### src/rtl/dpmc_pkg.sv
// ----------------------------------------------------------------------------
// dpmc_pkg
// Types, character codes and key-string tables shared by the message
// classifier modules.
// ----------------------------------------------------------------------------
package dpmc_pkg;

    // Longest message accepted before the item is flagged too long
    localparam int unsigned MAX_MESSAGE_BYTES = 65535;
    localparam int unsigned POS_W             = $clog2(MAX_MESSAGE_BYTES + 1);

    // Fixed offsets inside the event header
    localparam int unsigned NAME_START = 11;

    // Result kinds
    localparam logic [1:0] KIND_EVENT = 2'd0;
    localparam logic [1:0] KIND_REPLY = 2'd1;
    localparam logic [1:0] KIND_FAIL  = 2'd2;

    // Character codes
    localparam logic [7:0] CH_LBRACE = 8'h7B;
    localparam logic [7:0] CH_RBRACE = 8'h7D;
    localparam logic [7:0] CH_QUOTE  = 8'h22;
    localparam logic [7:0] CH_COLON  = 8'h3A;
    localparam logic [7:0] CH_COMMA  = 8'h2C;
    localparam logic [7:0] CH_MINUS  = 8'h2D;
    localparam logic [7:0] CH_PLUS   = 8'h2B;
    localparam logic [7:0] CH_ZERO   = 8'h30;
    localparam logic [7:0] CH_NINE   = 8'h39;
    localparam logic [7:0] CH_LC_A   = 8'h61;
    localparam logic [7:0] CH_LC_D   = 8'h64;
    localparam logic [7:0] CH_LC_E   = 8'h65;
    localparam logic [7:0] CH_LC_H   = 8'h68;
    localparam logic [7:0] CH_LC_I   = 8'h69;
    localparam logic [7:0] CH_LC_L   = 8'h6C;
    localparam logic [7:0] CH_LC_M   = 8'h6D;
    localparam logic [7:0] CH_LC_O   = 8'h6F;
    localparam logic [7:0] CH_LC_P   = 8'h70;
    localparam logic [7:0] CH_LC_R   = 8'h72;
    localparam logic [7:0] CH_LC_S   = 8'h73;
    localparam logic [7:0] CH_LC_T   = 8'h74;
    localparam logic [7:0] CH_LC_U   = 8'h75;

    typedef struct packed {
        logic [7:0] data_byte;
        logic       end_of_message;
    } in_item_t;

    typedef struct packed {
        logic [1:0]         kind;
        logic               well_formed;
        logic [15:0]        method_offset;
        logic [15:0]        method_length;
        logic [15:0]        payload_offset;
        logic [15:0]        payload_length;
        logic signed [31:0] reply_id;
        logic               success;
        logic               too_long;
    } out_item_t;

    typedef enum logic [10:0] {
        PH_HEAD     = 11'b000_0000_0001,
        PH_EVHEAD   = 11'b000_0000_0010,
        PH_IDHEAD   = 11'b000_0000_0100,
        PH_METHOD   = 11'b000_0000_1000,
        PH_PKEY     = 11'b000_0001_0000,
        PH_EVPAY    = 11'b000_0010_0000,
        PH_ID       = 11'b000_0100_0000,
        PH_RKEY     = 11'b000_1000_0000,
        PH_RKEYREST = 11'b001_0000_0000,
        PH_RESPAY   = 11'b010_0000_0000,
        PH_FAIL     = 11'b100_0000_0000
    } phase_t;

    // {"method":"
    function automatic logic [7:0] ev_head_char(input logic [3:0] idx);
        logic [7:0] c;
        unique case (idx)
            4'd0:    c = CH_LBRACE;
            4'd1:    c = CH_QUOTE;
            4'd2:    c = CH_LC_M;
            4'd3:    c = CH_LC_E;
            4'd4:    c = CH_LC_T;
            4'd5:    c = CH_LC_H;
            4'd6:    c = CH_LC_O;
            4'd7:    c = CH_LC_D;
            4'd8:    c = CH_QUOTE;
            4'd9:    c = CH_COLON;
            4'd10:   c = CH_QUOTE;
            default: c = 8'h00;
        endcase
        return c;
    endfunction

    // {"id":
    function automatic logic [7:0] id_head_char(input logic [3:0] idx);
        logic [7:0] c;
        unique case (idx)
            4'd0:    c = CH_LBRACE;
            4'd1:    c = CH_QUOTE;
            4'd2:    c = CH_LC_I;
            4'd3:    c = CH_LC_D;
            4'd4:    c = CH_QUOTE;
            4'd5:    c = CH_COLON;
            default: c = 8'h00;
        endcase
        return c;
    endfunction

    // ,"params":
    function automatic logic [7:0] params_key_char(input logic [3:0] idx);
        logic [7:0] c;
        unique case (idx)
            4'd0:    c = CH_COMMA;
            4'd1:    c = CH_QUOTE;
            4'd2:    c = CH_LC_P;
            4'd3:    c = CH_LC_A;
            4'd4:    c = CH_LC_R;
            4'd5:    c = CH_LC_A;
            4'd6:    c = CH_LC_M;
            4'd7:    c = CH_LC_S;
            4'd8:    c = CH_QUOTE;
            4'd9:    c = CH_COLON;
            default: c = 8'h00;
        endcase
        return c;
    endfunction

    // "result":
    function automatic logic [7:0] result_key_char(input logic [3:0] idx);
        logic [7:0] c;
        unique case (idx)
            4'd0:    c = CH_QUOTE;
            4'd1:    c = CH_LC_R;
            4'd2:    c = CH_LC_E;
            4'd3:    c = CH_LC_S;
            4'd4:    c = CH_LC_U;
            4'd5:    c = CH_LC_L;
            4'd6:    c = CH_LC_T;
            4'd7:    c = CH_QUOTE;
            4'd8:    c = CH_COLON;
            default: c = 8'h00;
        endcase
        return c;
    endfunction

    // "error":
    function automatic logic [7:0] error_key_char(input logic [3:0] idx);
        logic [7:0] c;
        unique case (idx)
            4'd0:    c = CH_QUOTE;
            4'd1:    c = CH_LC_E;
            4'd2:    c = CH_LC_R;
            4'd3:    c = CH_LC_R;
            4'd4:    c = CH_LC_O;
            4'd5:    c = CH_LC_R;
            4'd6:    c = CH_QUOTE;
            4'd7:    c = CH_COLON;
            default: c = 8'h00;
        endcase
        return c;
    endfunction

endpackage

### src/rtl/dpmc_in_stage.sv
// ----------------------------------------------------------------------------
// dpmc_in_stage
// Input register: holds one byte item until the parser consumes it.
// ----------------------------------------------------------------------------
module dpmc_in_stage (
    input  logic               aclk,
    input  logic               aresetn,
    input  logic               s_valid,
    output logic               s_ready,
    input  dpmc_pkg::in_item_t s_data,
    input  logic               take,
    output logic               item_valid,
    output dpmc_pkg::in_item_t item
);
    import dpmc_pkg::*;

    logic     valid_reg;
    in_item_t data_reg;

    assign s_ready    = !valid_reg || take;
    assign item_valid = valid_reg;
    assign item       = data_reg;

    always_ff @(posedge aclk) begin
        if (!aresetn) begin
            valid_reg <= 1'b0;
        end else if (s_ready) begin
            valid_reg <= s_valid;
        end
    end

    always_ff @(posedge aclk) begin
        if (s_ready && s_valid) begin
            data_reg <= s_data;
        end
    end

endmodule

### src/rtl/dpmc_parse_core.sv
// ----------------------------------------------------------------------------
// dpmc_parse_core
// Per-byte parser: phase machine, position and id counters, and the
// combinational classification of the final byte of a message.
// ----------------------------------------------------------------------------
module dpmc_parse_core (
    input  logic                aclk,
    input  logic                aresetn,
    input  logic                step,
    input  dpmc_pkg::in_item_t  item,
    output dpmc_pkg::out_item_t result
);
    import dpmc_pkg::*;

    localparam logic [POS_W-1:0] POS_MAX   = POS_W'(MAX_MESSAGE_BYTES);
    localparam logic [POS_W-1:0] POS_MSTRT = POS_W'(NAME_START);
    localparam logic [35:0]      LIM_POS   = 36'h0_7FFF_FFFF;
    localparam logic [35:0]      LIM_NEG   = 36'h0_8000_0000;

    phase_t           phase_reg, phase_next;
    logic [POS_W-1:0] pos_reg, pos_next;
    logic [POS_W-1:0] mend_reg, mend_next;
    logic [POS_W-1:0] ps_reg, ps_next;
    logic [31:0]      acc_reg, acc_next;
    logic             neg_reg, neg_next;
    logic             digit_reg, digit_next;
    logic             len_ovf_reg, len_ovf_next;
    logic             first_open_reg, first_open_next;
    logic [7:0]       prev_reg;
    logic [7:0]       pfb_reg, pfb_next;
    logic             succ_reg, succ_next;
    logic [3:0]       koff_reg, koff_next;

    logic [7:0]       b;
    logic             last;
    logic             no_params;
    logic             is_digit;
    logic [3:0]       dval;
    logic [35:0]      acc_x10;
    logic [35:0]      id_lim;
    logic [7:0]       rkey_char;
    logic [3:0]       rkey_last;
    logic [POS_W-1:0] span;
    logic             payload_ok;

    assign b        = item.data_byte;
    assign last     = item.end_of_message;
    assign is_digit = (b >= CH_ZERO) && (b <= CH_NINE);
    assign dval     = 4'(b - CH_ZERO);
    assign acc_x10  = (36'(acc_reg) << 3) + (36'(acc_reg) << 1) + 36'(dval);
    assign id_lim   = neg_reg ? LIM_NEG : LIM_POS;
    assign rkey_char = succ_reg ? result_key_char(koff_reg) : error_key_char(koff_reg);
    assign rkey_last = succ_reg ? 4'd8 : 4'd7;

    always_comb begin
        phase_next      = phase_reg;
        mend_next       = mend_reg;
        ps_next         = ps_reg;
        acc_next        = acc_reg;
        neg_next        = neg_reg;
        digit_next      = digit_reg;
        len_ovf_next    = len_ovf_reg;
        first_open_next = first_open_reg;
        pfb_next        = pfb_reg;
        succ_next       = succ_reg;
        koff_next       = koff_reg;
        no_params       = 1'b0;

        if (pos_reg >= POS_MAX) begin
            len_ovf_next = 1'b1;
            phase_next   = PH_FAIL;
        end else begin
            if (pos_reg == '0) begin
                first_open_next = (b == CH_LBRACE);
            end
            no_params = last && (phase_reg == PH_PKEY) && (koff_reg == 4'd0);

            unique case (phase_reg)
                PH_HEAD: begin
                    if (pos_reg < POS_W'(2)) begin
                        if (b != ev_head_char(pos_reg[3:0])) phase_next = PH_FAIL;
                    end else if (b == CH_LC_M) begin
                        phase_next = PH_EVHEAD;
                    end else if (b == CH_LC_I) begin
                        phase_next = PH_IDHEAD;
                    end else begin
                        phase_next = PH_FAIL;
                    end
                end
                PH_EVHEAD: begin
                    if (pos_reg >= POS_W'(11) || b != ev_head_char(pos_reg[3:0])) begin
                        phase_next = PH_FAIL;
                    end else if (pos_reg == POS_W'(10)) begin
                        phase_next = PH_METHOD;
                    end
                end
                PH_IDHEAD: begin
                    if (pos_reg >= POS_W'(6) || b != id_head_char(pos_reg[3:0])) begin
                        phase_next = PH_FAIL;
                    end else if (pos_reg == POS_W'(5)) begin
                        phase_next = PH_ID;
                    end
                end
                PH_METHOD: begin
                    if (b == CH_QUOTE) begin
                        if (pos_reg == POS_MSTRT) begin
                            phase_next = PH_FAIL;
                        end else begin
                            mend_next  = pos_reg;
                            koff_next  = 4'd0;
                            phase_next = PH_PKEY;
                        end
                    end
                end
                PH_PKEY: begin
                    koff_next = koff_reg + 4'd1;
                    if (koff_reg >= 4'd10 || b != params_key_char(koff_reg)) begin
                        phase_next = PH_FAIL;
                    end else if (koff_reg == 4'd9) begin
                        ps_next    = pos_reg + POS_W'(1);
                        phase_next = PH_EVPAY;
                    end
                end
                PH_ID: begin
                    if (pos_reg == POS_W'(6) && (b == CH_MINUS || b == CH_PLUS)) begin
                        if (b == CH_MINUS) neg_next = 1'b1;
                    end else if (is_digit) begin
                        digit_next = 1'b1;
                        if (acc_x10 > id_lim) begin
                            phase_next = PH_FAIL;
                        end else begin
                            acc_next = acc_x10[31:0];
                        end
                    end else if (b == CH_COMMA && digit_reg) begin
                        mend_next  = pos_reg;
                        koff_next  = 4'd0;
                        phase_next = PH_RKEY;
                    end else begin
                        phase_next = PH_FAIL;
                    end
                end
                PH_RKEY: begin
                    koff_next = koff_reg + 4'd1;
                    if (koff_reg == 4'd0) begin
                        if (b != CH_QUOTE) phase_next = PH_FAIL;
                    end else if (b == CH_LC_R) begin
                        succ_next  = 1'b1;
                        phase_next = PH_RKEYREST;
                    end else if (b == CH_LC_E) begin
                        succ_next  = 1'b0;
                        phase_next = PH_RKEYREST;
                    end else begin
                        phase_next = PH_FAIL;
                    end
                end
                PH_RKEYREST: begin
                    koff_next = koff_reg + 4'd1;
                    if (koff_reg > rkey_last || b != rkey_char) begin
                        phase_next = PH_FAIL;
                    end else if (koff_reg == rkey_last) begin
                        ps_next    = pos_reg + POS_W'(1);
                        phase_next = PH_RESPAY;
                    end
                end
                PH_EVPAY, PH_RESPAY: begin
                    if (pos_reg == ps_reg) pfb_next = b;
                end
                default: begin
                end
            endcase
        end

        pos_next = len_ovf_next ? pos_reg : pos_reg + POS_W'(1);
    end

    // Classify on the final byte, using the post-update state
    assign span       = pos_reg - ps_next;
    assign payload_ok = (pos_reg >= ps_next) && (span >= POS_W'(2))
                        && (pfb_next == CH_LBRACE) && (prev_reg == CH_RBRACE);

    always_comb begin
        result      = '0;
        result.kind = KIND_FAIL;
        result.too_long = len_ovf_next;
        if (!len_ovf_next) begin
            result.well_formed = (pos_reg >= POS_W'(2)) && first_open_next
                                 && (b == CH_RBRACE);
            if (no_params) begin
                result.kind          = KIND_EVENT;
                result.method_offset = 16'(NAME_START);
                result.method_length = 16'(mend_reg - POS_MSTRT);
            end else if ((phase_next == PH_EVPAY || phase_next == PH_RESPAY) && payload_ok) begin
                result.payload_offset = 16'(ps_next);
                result.payload_length = 16'(span);
                if (phase_next == PH_EVPAY) begin
                    result.kind          = KIND_EVENT;
                    result.method_offset = 16'(NAME_START);
                    result.method_length = 16'(mend_reg - POS_MSTRT);
                end else begin
                    result.kind     = KIND_REPLY;
                    result.success  = succ_reg;
                    result.reply_id = neg_reg ? -$signed(acc_reg) : $signed(acc_reg);
                end
            end
        end
    end

    // Clear everything at the end of each message
    always_ff @(posedge aclk) begin
        if (!aresetn || (step && last)) begin
            phase_reg      <= PH_HEAD;
            pos_reg        <= '0;
            mend_reg       <= '0;
            ps_reg         <= '0;
            acc_reg        <= '0;
            neg_reg        <= 1'b0;
            digit_reg      <= 1'b0;
            len_ovf_reg    <= 1'b0;
            first_open_reg <= 1'b0;
            prev_reg       <= '0;
            pfb_reg        <= '0;
            succ_reg       <= 1'b0;
            koff_reg       <= '0;
        end else if (step) begin
            phase_reg      <= phase_next;
            pos_reg        <= pos_next;
            mend_reg       <= mend_next;
            ps_reg         <= ps_next;
            acc_reg        <= acc_next;
            neg_reg        <= neg_next;
            digit_reg      <= digit_next;
            len_ovf_reg    <= len_ovf_next;
            first_open_reg <= first_open_next;
            prev_reg       <= b;
            pfb_reg        <= pfb_next;
            succ_reg       <= succ_next;
            koff_reg       <= koff_next;
        end
    end

endmodule

### src/rtl/dpmc_out_stage.sv
// ----------------------------------------------------------------------------
// dpmc_out_stage
// Result register: holds one classification item until the sink takes it.
// ----------------------------------------------------------------------------
module dpmc_out_stage (
    input  logic                aclk,
    input  logic                aresetn,
    input  logic                load,
    input  dpmc_pkg::out_item_t result,
    output logic                free,
    output logic                m_valid,
    input  logic                m_ready,
    output dpmc_pkg::out_item_t m_data
);
    import dpmc_pkg::*;

    logic      valid_reg;
    out_item_t data_reg;

    assign free    = !valid_reg || m_ready;
    assign m_valid = valid_reg;
    assign m_data  = data_reg;

    always_ff @(posedge aclk) begin
        if (!aresetn) begin
            valid_reg <= 1'b0;
        end else if (free) begin
            valid_reg <= load;
        end
    end

    always_ff @(posedge aclk) begin
        if (load) begin
            data_reg <= result;
        end
    end

endmodule

### src/rtl/debug_protocol_message_classifier_top.sv
// ----------------------------------------------------------------------------
// debug_protocol_message_classifier_top
// Classifies a byte-streamed debug-protocol message as event, reply or failure.
// ----------------------------------------------------------------------------
// Throughput: one byte item per cycle while no final byte is stalled (see Stalls).
// Result path: the final byte passes the input register, then the result register,
//   which presents the result item as soon as it has loaded it.
// Stalls: a final byte waits only while the result register holds an unread item.
// Reset: synchronous, active low; clears the parser state and both stages.
//   No clearing pass; a byte may be accepted as soon as reset is released.
module debug_protocol_message_classifier_top (
    input  logic                aclk,
    input  logic                aresetn,
    input  logic                s_valid,
    output logic                s_ready,
    input  dpmc_pkg::in_item_t  s_data,
    output logic                m_valid,
    input  logic                m_ready,
    output dpmc_pkg::out_item_t m_data
);
    import dpmc_pkg::*;

    in_item_t  item;
    out_item_t result;
    logic      item_valid;
    logic      out_free;
    logic      take;
    logic      load;

    // A final byte waits for room in the result register; others go at once
    assign take = item_valid && (!item.end_of_message || out_free);
    assign load = take && item.end_of_message;

    dpmc_in_stage u_in_stage (
        .aclk       (aclk),
        .aresetn    (aresetn),
        .s_valid    (s_valid),
        .s_ready    (s_ready),
        .s_data     (s_data),
        .take       (take),
        .item_valid (item_valid),
        .item       (item)
    );

    dpmc_parse_core u_parse_core (
        .aclk    (aclk),
        .aresetn (aresetn),
        .step    (take),
        .item    (item),
        .result  (result)
    );

    dpmc_out_stage u_out_stage (
        .aclk    (aclk),
        .aresetn (aresetn),
        .load    (load),
        .result  (result),
        .free    (out_free),
        .m_valid (m_valid),
        .m_ready (m_ready),
        .m_data  (m_data)
    );

endmodule

### config.mk
export PLATFORM = sky130hd
export DESIGN_NAME = debug_protocol_message_classifier_top
export DESIGN_NICKNAME = d
export VERILOG_FILES = /design/src/rtl/dpmc_pkg.sv /design/src/rtl/dpmc_in_stage.sv /design/src/rtl/dpmc_parse_core.sv /design/src/rtl/dpmc_out_stage.sv /design/src/rtl/debug_protocol_message_classifier_top.sv
export SDC_FILE = /design/constraint.sdc
export NUM_CORES = 1
export LEC_CHECK = 0
export ABC_AREA = 1
export BUFFER_PORTS_ARGS = -buffer_cell sky130_fd_sc_hd__buf_2
export CORE_MARGIN = 1
export CORE_UTILIZATION = 35
export CTS_CLUSTER_DIAMETER = 80
export DETAILED_ROUTE_END_ITERATION = 10
export PLACE_DENSITY = 0.49
export SLEW_MARGIN = 20
export SYNTH_ARGS = -nofsm -noshare
export SYNTH_HDL_FRONTEND = slang
export SYNTH_SLANG_ARGS = --single-unit
### constraint.sdc
create_clock -name aclk -period 5.7 [get_ports aclk]
set_clock_uncertainty 0.2 [all_clocks]
set_input_delay 0.57 -clock aclk [delete_from_list [all_inputs] [get_ports aclk]]
set_output_delay 0.57 -clock aclk [all_outputs]
set_load 0.01 [all_outputs]
==> results of run 1 <==
final timing paths:
path | to | slack (ns)
hold reg to reg | u_parse_core.prev_reg[0] | 0.26
setup / recovery | u_out_stage.m_data[79] | 0.37
hold / removal | u_out_stage.m_valid | 0.07
setup reg to reg | u_out_stage.m_data[79] | 0.37
logic make-up (layout without fill, tap and decap cells):
kind of cell	Yosys count	in the layout
flip-flops	239	239
XOR/XNOR	121	121
AND/OR/NAND/NOR	928	929
AO/OA/AOI/OAI	377	377
other	1	13
buffers and inverters	355	577
adder cells (fa/ha/maj)	138	138
cells in the mapped netlist (all sizes together), types with 3 or more instances:
master,instances,area (sq um)
xnor2,44,385
or2,10,65.1
inv,284,1070
nor2,270,1250
nor3,53,287
nand3b,4,30.0
xor2,77,674
o21ai,140,701
nand2,448,1710
o31ai,4,30.0
nor4,12,75.1
dfxtp,144,2880
o22ai,3,18.8
o21a,4,30.0
a21o,5,37.5
o211ai,21,158
buf,37,275
nor3b,7,52.6
o221ai,3,26.3
a211oi,25,193
clkbuf,33,124
o21bai,6,45.0
fa,3,60.1
nand3,87,445
and3,6,37.5
a31oi,9,56.3
a21oi,149,753
ha,135,1690
edfxtp,95,2850
nand4,29,181
layer usage:
| layer | global-route usage (%) | part of all wire [%] | up-vias |
|---|---|---|---|
| met5 | 0 | 0.030 | - |
| met1 | 28.8 | 50 | 6610 |
| li1 | - | - | 7540 |
| met4 | 5.45 | 2.1 | 2 |
| met3 | 2.61 | 4.4 | 66 |
| met2 | 31.0 | 43 | 270 |
what timing repair did:
action | CTS | global route
pin swaps | 1 | 5
setup endpoints to repair | 32 | 84
hold buffers | 9 | 0
endpoints found under the hold margin | 9 | 0
cloned | 1 | 0
resized for setup | 1 | 31
buffers inserted | 0 | 8
cell usage in the layout (no fill, tap or decap), types with 79 or more instances in the layout:
cell / instances
sky130_fd_sc_hd__nand2_1: 436
sky130_fd_sc_hd__ha_1: 134
sky130_fd_sc_hd__a21oi_1: 142
sky130_fd_sc_hd__nor2_1: 184
sky130_fd_sc_hd__nand3_1: 83
sky130_fd_sc_hd__nor2_2: 79
sky130_fd_sc_hd__inv_1: 260
sky130_fd_sc_hd__buf_2: 102
sky130_fd_sc_hd__edfxtp_1: 95
sky130_fd_sc_hd__dfxtp_1: 143
sky130_fd_sc_hd__o21ai_0: 124
sky130_fd_sc_hd__buf_4: 119
per-stage QoR:
step | util, % | TNS (ns) | total power [mW] | hold WS, ns
final | 42.5 | 0 | 4.53 | 0.0685
after global routing | 42.5 | -0.0367 | 4.74 | 0.0480
after CTS | 42.1 | 0 | 4.57 | 0.0415
after detailed placement | 39.7 | -6.97 | 2.61 | 0.251
after global placement | 39.7 | -2.59 | 2.62 | 0.248
after floorplan | - | 0 | 2.33 | 0.236
power breakdown:
part | total, mW | internal [mW] | switching, mW
combinational | 0.734 | 0.300 | 0.434
sequential | 1.87 | 1.83 | 0.0386
clock | 1.93 | 1.16 | 0.771
total | 4.53 | 3.29 | 1.24
layout make-up:
type                       count  area, sq um  share of cell area [%]
clock buffer                  42          837                    4.31
clock inverter                14          158                   0.812
inverter                     285         1070                    5.52
multi-input combinational   1578         9260                    47.6
sequential                   239         5740                    29.5
tap                          600          751                    3.86
timing repair buffer         236         1610                    8.31
worst max-delay path, delay by kind of cell, from the launching register on:
family / cells / cell delay (ns)
AOI/OAI and AO/OA: 2 / 0.46
and+or+nand+nor: 23 / 2.30
buffers and inverters: 3 / 0.42
xor gates and xnor gates: 1 / 0.13
adders and majority gates: 3 / 1.12
DFF: 1 / 0.45
==> results.txt, run 1 <==
----------------------------------------------------
[Logic synthesis]
  Synthesized area divided by synthesized cell count ... ~7.5 sq um
  Number of flops mapped to enable cells by yosys ... 95
  Multiplexer area fraction after synthesis ... 0%
  Synthesized-area fraction occupied by adder cells ... around 11%
  Number of synthesized register bits ... roughly 240
  Largest family of logic cells by synthesized area ... simple AND/OR/NAND/NOR gates
  Simple-gate portion of the synthesized area ... between 20 and 30%
  Cell area after synthesis ... roughly 16000 sq um
  Count of distinct cell types in the synthesized netlist ... 57
  Leading register cell type out of synthesis ... sky130_fd_sc_hd__dfxtp_1
  Compound-Gate Fraction of Synth Area ... about an eighth
  Parity-gate share of the synthesized area counting xor and xnor cells ... about 6.5%
  Post-synthesis cell count ... 2159
  Fraction of the yosys area taken by sequential cells ... a little over a third
  Async S/R FF share, synth ... 0%
  Ys Warns ... 0

[Power]
  Max rail drop VDD ... ~190 uV
  P per Cell Area ... 233 nW/um^2
  Leakage power figure ... between 9 and 10 nW

[Global route]
  Overall track demand over capacity in global routing ... between 10% and 20%
  Grt total ovfl ... 0
  Pin count of the biggest net entering global routing ... 63
  Number of antenna violations at the first check in global routing ... 1
  Vias in the first global route ... approximately 14000
  First-pass GRT wire length ... 75300 microns

[CTS]
  TritonCTS clock tree ... yes
  Clock Sinks ... around 240
  Num CTS Buffers ... 30
  Clk Latency, worst-skew pair ... between 0.5 and 0.6 ns
  Clock root cell ... sky130_fd_sc_hd__clkbuf_16
  Clk pin slew, worst setup/hold paths ... about 0.060 ns
  Maximum buffer depth of the clock tree ... 3
  Max H-tree Level ... 1

[Critical path]
  Setup Crit Path Kind ... reg2reg
  Required time of the worst setup path ... ~5.8 ns
  CP max stage delay ... between 0.4 and 0.5 ns
  Nature of the critical path startpoint ... flop
  CP max stage cell ... sky130_fd_sc_hd__edfxtp_1
  Path depth of the worst reg2reg path ... 32
  CP Capture Type ... flop
  Source of the worst register-to-register timing path ... u_in_stage.item[4]
  Critical-path maximum fanout ... 8
  Most repeated library cell on the critical path ... sky130_fd_sc_hd__nand2_1
  Endpoint arrival time on the critical path ... about 5.5 ns
  Crit path launch ... u_in_stage.item[4]

[STA]
  Setup Viol. Count Final ... 0
  Number of slew-limit violations in the final report ... 0
  Final period demand of the worst path ... between 5 and 6 ns
  Final-report hold violation count ... 0
  Pin slew with the least headroom to its limit ... 0.838 ns
  Max frequency ... 188 MHz
  Post-route clock period utilization ... between 90% and 100%
  PnR worst setup slack ... between 0.3 and 0.4 ns
  Worst max-slew margin expressed relative to the limit ... about 44%

[Placement]
  Post-placement worst setup slack ... -0.293 ns
  IO Port Bufs ... roughly 100
  Cell total after placement ... between 2000 and 3000
  Area after detailed placement ... roughly 18000 sq um
  Final HPWL from detailed placement ... roughly 37000 microns
  RePlAce Congestion ... approximately 0.96

[Detailed routing]
  Number of vias in the routed layout ... about 14000
  DRC violation total after the first TritonRoute iteration ... about 960
  Drt wl/cell ... around 16 microns
  Number of detailed-routing iterations run before antenna repair ... 5
  ANT nets after route ... 0
  Detail-routed via count per cell ... ~4.8
  DRC violation count after routing ... 0
  Total wirelength of the detailed-routed design ... between 40000 and 50000 microns

[Die]
  Count of boundary I/O pins ... about 120
  Core region area ... about 46000 sq um
  Die Outline Area ... approximately 47000 sq um
  Initial cell density of the core ... 35.7%
  Y dimension of the die ... about 220 microns
  Cell Rows ... between 70 and 80
  Overall die width ... between 200 and 250 microns

[Worst hold path]
  Worst Hold Depth ... 3
  Class of the tightest hold or removal check ... in2reg
  Worst hold path startpoint ... aresetn

[Finish]
  Share of final-layout standard cells stronger than drive strength 1 ... 17.8%
  Number of antenna diodes ... 0
  Number of inserted filler cells in the final layout ... just under 5000
  Area grow syn2layout ... 19.2%
  Total Nets Final ... roughly 2500
  Final instance area ... just under 20000 sq um
  Filler-free cell count of the finished design ... about 3000

[Run status]
  Outcome ... completed

[Job]
  Max-cap violation count ... 0

----------------------------------------------------
Note: power is estimated with default switching activity, not from simulation.
==> run 2, diff against run 1 <==
Settings changed: ABC_AREA 1 to unset, CORE_ASPECT_RATIO set to 0.9.
==> run 2 against run 1 <==
  * The run now ends with setup timing left
  * Hold slack improved by 0.034 ns
  * Final area grew 6.7%
  * Global-route usage up 1.2 points
  * Cell count fell by 8.3%
  * Maximum frequency fell by 11%
  * Register-to-register slack lost 0.69 ns
  * Via count decreased by 2.8%
  * Sequential share of layout area decreased by 1.9 points
  * Critical path depth decreased by 8
  * Non-clock buffer count is 171 higher
  * Clock power decreased by 4%
==> results.txt, run 2 <==
----------------------------------------------------
[Run status]
  Outcome ... finished with violations
  Failing checks ... setup timing

[Global route]
  Grt total ovfl ... 0
  Overall track demand over capacity in global routing ... between 20% and 30%
  Number of antenna violations at the first check in global routing ... 0
  Pin count of the biggest net entering global routing ... 64
  First-pass GRT wire length ... 76700 microns
  Vias in the first global route ... around 14000

[Power]
  Switching power ... around 940 uW
  Design Power ... 3.98 mW
  P per Cell Area ... around 190 nW/um^2
  Part of the total power dissipated in combinational logic ... under 10%
  Clock network fraction of design power ... ~47%
  Leakage power figure ... roughly 8.6 nW
  Internal Dissipation ... 3.04 mW
  Max rail drop VDD ... approximately 230 uV
  Sequential fraction of design power ... between 40% and 50%
  Switching share of total power ... 23.6%

[Logic synthesis]
  Ys Warns ... 0
  Most numerous cell types in the synthesized netlist ... sky130_fd_sc_hd__nor2_1 (212), sky130_fd_sc_hd__nand2_1 (151), sky130_fd_sc_hd__dfxtp_1 (144)
  Cell area after synthesis ... between 15000 and 20000 sq um
  Share of the synthesized area in the top cell type ... between 10% and 20%
  Synthesized area divided by synthesized cell count ... ~8.9 sq um
  Post-synthesis cell count ... 1791
  Library cell with the highest instance count after synthesis ... sky130_fd_sc_hd__nor2_1
  Fraction of the yosys area taken by sequential cells ... ~36%
  Number of flops mapped to enable cells by yosys ... 95
  Leading register cell type out of synthesis ... sky130_fd_sc_hd__dfxtp_1
  Number of synthesized register bits ... ~240
  Async S/R FF share, synth ... 0%
  Top cells by area in the synthesized netlist ... sky130_fd_sc_hd__dfxtp_1 (18%), sky130_fd_sc_hd__edfxtp_1 (18%), sky130_fd_sc_hd__ha_1 (11%)
  Cell type with the highest aggregate area in the netlist ... sky130_fd_sc_hd__dfxtp_1
  Count of distinct cell types in the synthesized netlist ... 90

[Critical path]
  Source of the worst register-to-register timing path ... u_in_stage.item[4]
  Crit path launch ... u_in_stage.item[4]
  Terminus of the critical flop-to-flop path ... u_out_stage.m_data[22]
  Nature of the critical path startpoint ... flop
  CP Capture Type ... flop
  Required time of the worst setup path ... roughly 6 ns
  Last element of the critical path ... u_out_stage.m_data[22]
  Critical-path maximum fanout ... 8
  Path depth of the worst reg2reg path ... 24
  Flop2flop setup slack ... -0.32 ns
  Endpoint arrival time on the critical path ... ~6.2 ns
  Setup Crit Path Kind ... reg2reg

[STA]
  PnR worst setup slack ... -0.318 ns
  Post-route clock period utilization ... 106%
  Number of slew-limit violations in the final report ... 0
  Max frequency ... roughly 170 MHz
  Final-report hold violation count ... 0
  Pin slew with the least headroom to its limit ... roughly 0.74 ns
  Setup repair after global routing missed its margin ... true
  Worst max-slew margin expressed relative to the limit ... about half
  TNS Setup ... -21.92 ns
  Final period demand of the worst path ... between 6 and 7 ns
  Setup Viol. Count Final ... 101

[Die]
  Count of boundary I/O pins ... approximately 120
  Overall die width ... 227 microns
  Initial cell density of the core ... 35.7%
  Die Outline Area ... around 46000 sq um
  Core region area ... between 40000 and 50000 sq um
  Y dimension of the die ... around 200 microns
  Cell Rows ... between 70 and 80

[Finish]
  Number of antenna diodes ... 0
  Commonest cells after routing, fill and taps aside ... sky130_fd_sc_hd__buf_4 (281), sky130_fd_sc_hd__nor2_1 (184), sky130_fd_sc_hd__nand2_1 (150), sky130_fd_sc_hd__dfxtp_1 (143), sky130_fd_sc_hd__ha_1 (134)
  Share of final-layout standard cells stronger than drive strength 1 ... 26.0%
  Commonest non-fill, non-tap cell in the layout ... sky130_fd_sc_hd__buf_4
  Total Nets Final ... between 2000 and 2500
  Area grow syn2layout ... 30.3%
  Final core occ ... a little under half

[Detailed routing]
  Number of detailed-routing iterations run before antenna repair ... 5
  DRC violation total after the first TritonRoute iteration ... 835
  ANT nets after route ... 0
  Number of vias in the routed layout ... approximately 14000
  DRC violation count after routing ... 0
  Total wirelength of the detailed-routed design ... about 48000 microns
  Drt wl/cell ... roughly 18 microns
  Detail-routed via count per cell ... ~5.1

[CTS]
  Max H-tree Level ... 1
  Clk pin slew, worst setup/hold paths ... 0.06 ns
  Clock Sinks ... 239
  Maximum buffer depth of the clock tree ... 3
  Clk Latency, worst-skew pair ... approximately 0.57 ns
  TritonCTS clock tree ... yes
  Clock root cell ... sky130_fd_sc_hd__clkbuf_16
  Num CTS Buffers ... 28

[Placement]
  Post-placement worst setup slack ... -0.653 ns
  Final HPWL from detailed placement ... around 37000 microns
  RePlAce Congestion ... 0.935
  IO Port Bufs ... between 100 and 150

[Worst hold path]
  Class of the tightest hold or removal check ... in2reg

[Job]
  Max-cap violation count ... 0

----------------------------------------------------
run 2: cell count changes in the layout (fill, tap and decap cells not counted), sizes merged, moves of 15 or more:
cell    change
buf       +171
nand3      -53
or3        +15
inv       -239
nand2     -297
o21ai      -71
nor4       +18
nor2       -59
mux2i      +75
nand2b     +25
a21oi      -26
xnor2      +30
or4        +16
run 2: cell families after synthesis:
group,share of synthesized area [%]
and+or+nand+nor,20.1
AOI/OAI and AO/OA,14.6
DFF,36.1
buffers and inverters,4.60
xor gates and xnor gates,8.70
adders and majority gates,11.0
muxes,4.86
other,0.0236
run 2: power groups by stage:
stage	combinational (mW)	sequential [mW]	clock [mW]
2_1_floorplan	0.162	1.87	0
3_5_place_dp	0.290	1.86	0
4_1_cts	0.299	1.82	1.90
3_3_place_gp	0.289	1.86	0
6_report	0.303	1.82	1.85
5_1_grt	0.333	1.83	1.97
run 2: cell type report:
cell class / count / area (sq um)
fill: 4372 / 23800
multi-input combinational: 1400 / 10100
sequential: 239 / 5740
timing repair buffer: 407 / 3040
clock buffer: 40 / 838
tap: 600 / 751
inverter: 47 / 179
clock inverter: 12 / 115
run 2: worst min-delay path by stage:
stage                        startpoint                       end  slack, ns  cells past startpoint
2_1_floorplan  u_parse_core.prev_reg[0]  u_parse_core.prev_reg[0]       0.23                      2
3_3_place_gp   u_parse_core.prev_reg[0]  u_parse_core.prev_reg[0]       0.24                      2
3_5_place_dp   u_parse_core.prev_reg[0]  u_parse_core.prev_reg[0]       0.24                      2
4_1_cts                         s_valid     u_in_stage.item_valid       0.06                      3
5_1_grt                         aresetn     u_in_stage.item_valid       0.11                      2
6_report                        s_valid     u_in_stage.item_valid       0.10                      3
run 2: repair_timing:
item / 4_1_cts / 5_1_grt
gates cloned: 6 / 0
setup endpoints to repair: 116 / 116
hold buffers: 9 / 0
endpoints found under the hold margin: 9 / 0
resized for setup: 78 / 54
pin swaps: 47 / 19
setup buffers: 11 / 3
run 2: worst max-delay path, cell delays in order (launching register included):
cell and delay, ns:
sky130_fd_sc_hd__edfxtp_1 0.41, sky130_fd_sc_hd__fa_2 0.61, sky130_fd_sc_hd__ha_4 0.22, sky130_fd_sc_hd__a211oi_4 0.22, sky130_fd_sc_hd__o211ai_1 0.20, sky130_fd_sc_hd__a32o_2 0.34
sky130_fd_sc_hd__a2bb2oi_4 0.17, sky130_fd_sc_hd__a31oi_4 0.18, sky130_fd_sc_hd__o21bai_1 0.10, sky130_fd_sc_hd__a21oi_1 0.17, sky130_fd_sc_hd__xnor2_1 0.17, sky130_fd_sc_hd__ha_1 0.30
sky130_fd_sc_hd__a21oi_2 0.18, sky130_fd_sc_hd__o21ai_2 0.08, sky130_fd_sc_hd__or3_4 0.34, sky130_fd_sc_hd__a221o_1 0.28, sky130_fd_sc_hd__o21ai_2 0.18, sky130_fd_sc_hd__o2111ai_2 0.15
sky130_fd_sc_hd__o211ai_1 0.21, sky130_fd_sc_hd__o211ai_1 0.14, sky130_fd_sc_hd__or3b_4 0.46, sky130_fd_sc_hd__buf_4 0.16, sky130_fd_sc_hd__buf_12 0.13, sky130_fd_sc_hd__buf_16 0.15
sky130_fd_sc_hd__nor3_4 0.10
run 2: routing by layer:
metal  GRT usage (%)  wire (microns)
met2            33.0           20900
met3            2.70            1820
met4            4.25             822
met5               0               0
met1            30.9           25000
run 2: stage by stage:
stage               hold WS [ns]  std cells  instance area [sq um]
finish                     0.102       2745                  20700
global route               0.109       2745                  20700
CTS                       0.0616       2742                  20500
detailed placement         0.242       2665                  18800
global placement           0.241       2665                  18800
floorplan                  0.231       1803                  16000
==> run 3, diff against run 2 <==
Settings changed: RECOVER_POWER set to 50.
==> run 3 against run 2 <==
  * The run ends with capacitance limit, slew limit, setup timing left
  * Sequential power hardly changed
  * Global-route usage stayed put
  * Sequential share of layout area is 0.18 points higher
  * Maximum frequency is 0.12% lower
  * Critical path depth stayed put
  * Wire length hardly changed
  * Clock-buffer cell count stayed put
  * Die area stayed put
==> results.txt, run 3 (synthesis gave the netlist of run 2 again) <==
----------------------------------------------------
[Detailed routing]
  Number of detailed-routing iterations run before antenna repair ... 5
  Number of vias in the routed layout ... ~14000
  DRC violation total after the first TritonRoute iteration ... just under 900
  Drt wl/cell ... around 18 microns
  ANT nets after route ... 0
  Total wirelength of the detailed-routed design ... roughly 49000 microns
  DRC violation count after routing ... 0
  Detail-routed via count per cell ... between 5 and 6

[Die]
  Overall die width ... 227 microns
  Cell Rows ... 73
  Count of boundary I/O pins ... around 120
  Y dimension of the die ... a little over 200 microns
  Die Outline Area ... 46300 sq um
  Initial cell density of the core ... between 30% and 40%
  Core region area ... between 40000 and 50000 sq um

[Placement]
  Post-placement worst setup slack ... -0.653 ns
  RePlAce Congestion ... around 0.94
  IO Port Bufs ... ~100
  Final HPWL from detailed placement ... 36600 microns

[Run status]
  Outcome ... finished with violations
  Failing checks ... capacitance limit, slew limit, setup timing

[Worst hold path]
  Class of the tightest hold or removal check ... in2reg

[Finish]
  Total Nets Final ... around 2300
  Commonest cells after routing, fill and taps aside ... sky130_fd_sc_hd__buf_4 (280), sky130_fd_sc_hd__nor2_1 (184), sky130_fd_sc_hd__nand2_1 (151), sky130_fd_sc_hd__dfxtp_1 (143), sky130_fd_sc_hd__ha_1 (134)
  Number of antenna diodes ... 0
  Area grow syn2layout ... 29.5%
  Number of inserted filler cells in the final layout ... between 4000 and 5000
  Final core occ ... a little under half
  Commonest non-fill, non-tap cell in the layout ... sky130_fd_sc_hd__buf_4
  Share of final-layout standard cells stronger than drive strength 1 ... between 20% and 30%

[STA]
  Setup repair after global routing missed its margin ... true
  Final period demand of the worst path ... 6.03 ns
  Number of slew-limit violations in the final report ... a little under 100
  Post-route clock period utilization ... 106%
  Setup Viol. Count Final ... approximately 100
  Pin slew with the least headroom to its limit ... ~2.1 ns
  Max frequency ... about 170 MHz
  Worst max-slew margin expressed relative to the limit ... -38.8%
  Final-report hold violation count ... 0
  Hold_ws ... 0.0891 ns
  PnR worst setup slack ... -0.326 ns

[Critical path]
  CP Capture Type ... flop
  Setup Crit Path Kind ... reg2reg
  Endpoint arrival time on the critical path ... roughly 6.2 ns
  Required time of the worst setup path ... between 5 and 6 ns
  Nature of the critical path startpoint ... flop
  Critical-path maximum fanout ... 8
  Flop2flop setup slack ... -0.33 ns

[Global route]
  Pin count of the biggest net entering global routing ... 64
  First-pass GRT wire length ... ~77000 microns
  Vias in the first global route ... ~14000
  Number of antenna violations at the first check in global routing ... 0
  Grt total ovfl ... 0
  Overall track demand over capacity in global routing ... 21.1%

[CTS]
  Clock root cell ... sky130_fd_sc_hd__clkbuf_16
  Clock Sinks ... 239
  Num CTS Buffers ... 28
  TritonCTS clock tree ... yes
  Clk Latency, worst-skew pair ... roughly 0.57 ns
  Clk pin slew, worst setup/hold paths ... about 0.060 ns
  Max H-tree Level ... 1
  Maximum buffer depth of the clock tree ... 3

[Power]
  Design Power ... slightly below 4 mW
  Leakage power figure ... ~8.4 nW
  P per Cell Area ... roughly 190 nW/um^2
  Max rail drop VDD ... about 230 uV

[Job]
  Max-cap violation count ... 2

----------------------------------------------------
==> run 3: cell types whose count changed in the layout (fill, tap and decap cells not counted), sizes merged <==
cell      previous run  this run
buf                398       305
inv                 48        47
clkinvlp             0         1
clkbuf              40       133
==> run 3: worst max-delay path, cell delays in order, from the launching register on <==
cell	delay (ns)
sky130_fd_sc_hd__edfxtp_1	0.41
sky130_fd_sc_hd__fa_2	0.61
sky130_fd_sc_hd__ha_4	0.22
sky130_fd_sc_hd__a211oi_4	0.22
sky130_fd_sc_hd__o211ai_1	0.20
sky130_fd_sc_hd__a32o_2	0.34
sky130_fd_sc_hd__a2bb2oi_4	0.17
sky130_fd_sc_hd__a31oi_4	0.18
sky130_fd_sc_hd__o21bai_1	0.10
sky130_fd_sc_hd__a21oi_1	0.17
sky130_fd_sc_hd__xnor2_1	0.17
sky130_fd_sc_hd__ha_1	0.30
sky130_fd_sc_hd__a21oi_2	0.18
sky130_fd_sc_hd__o21ai_2	0.08
sky130_fd_sc_hd__or3_4	0.34
sky130_fd_sc_hd__a221o_1	0.28
sky130_fd_sc_hd__o21ai_2	0.18
sky130_fd_sc_hd__o2111ai_2	0.15
sky130_fd_sc_hd__o211ai_1	0.21
sky130_fd_sc_hd__o211ai_1	0.14
sky130_fd_sc_hd__or3b_4	0.46
sky130_fd_sc_hd__buf_4	0.16
sky130_fd_sc_hd__buf_12	0.13
sky130_fd_sc_hd__buf_16	0.14
sky130_fd_sc_hd__nor3_4	0.10
==> run 3: path summary, 6_finish.rpt <==
kind                                 start  cells after the start                       end
setup / recovery        u_in_stage.item[4]                     24    u_out_stage.m_data[22]
hold / removal                     s_valid                      3     u_in_stage.item_valid
setup reg to reg        u_in_stage.item[4]                     24    u_out_stage.m_data[22]
hold reg to reg   u_parse_core.prev_reg[0]                      2  u_parse_core.prev_reg[0]
==> run 3: power by group <==
group | leakage, nW | total [mW] | switching (mW) | internal (mW)
clock | 0.475 | 1.85 | 0.743 | 1.11
combinational | 6.04 | 0.296 | 0.181 | 0.114
sequential | 1.93 | 1.83 | 0.0167 | 1.81
total | 8.45 | 3.97 | 0.941 | 3.03
==> run 3: cell type report <==
cell class / instances / area (sq um) / share of cell area (%)
clock buffer: 40 / 838 / 4.07
clock inverter: 12 / 115 / 0.559
inverter: 47 / 178 / 0.863
multi-input combinational: 1400 / 10000 / 48.8
sequential: 239 / 5740 / 27.9
tap: 600 / 751 / 3.65
timing repair buffer: 407 / 2920 / 14.2
==> run 3: layer usage <==
layer / part of all wire, % / track usage, % / vias up
met5: 0 / 0 / -
met4: 1.7 / 4.25 / 0
met3: 3.9 / 2.70 / 52
met2: 43 / 33.0 / 220
met1: 51 / 30.9 / 6698
li1: - / - / 7102
==> run 3: what timing repair did <==
action | CTS | global route
setup endpoints to repair | 116 | 116
setup buffers | 11 | 3
resized for setup | 78 | 54
endpoints found under the hold margin | 9 | 0
gates cloned | 6 | 0
pin swaps | 47 | 19
hold buffers | 9 | 0
==> run 3: stage by stage <==
step	cells	area, sq um	setup TNS, ns
after global placement	2665	18800	-45.21
after global routing	2745	20600	-53.97
final	2745	20600	-23.76
after detailed placement	2665	18800	-48.48
after CTS	2742	20500	-15.79
after floorplan	1803	16000	0
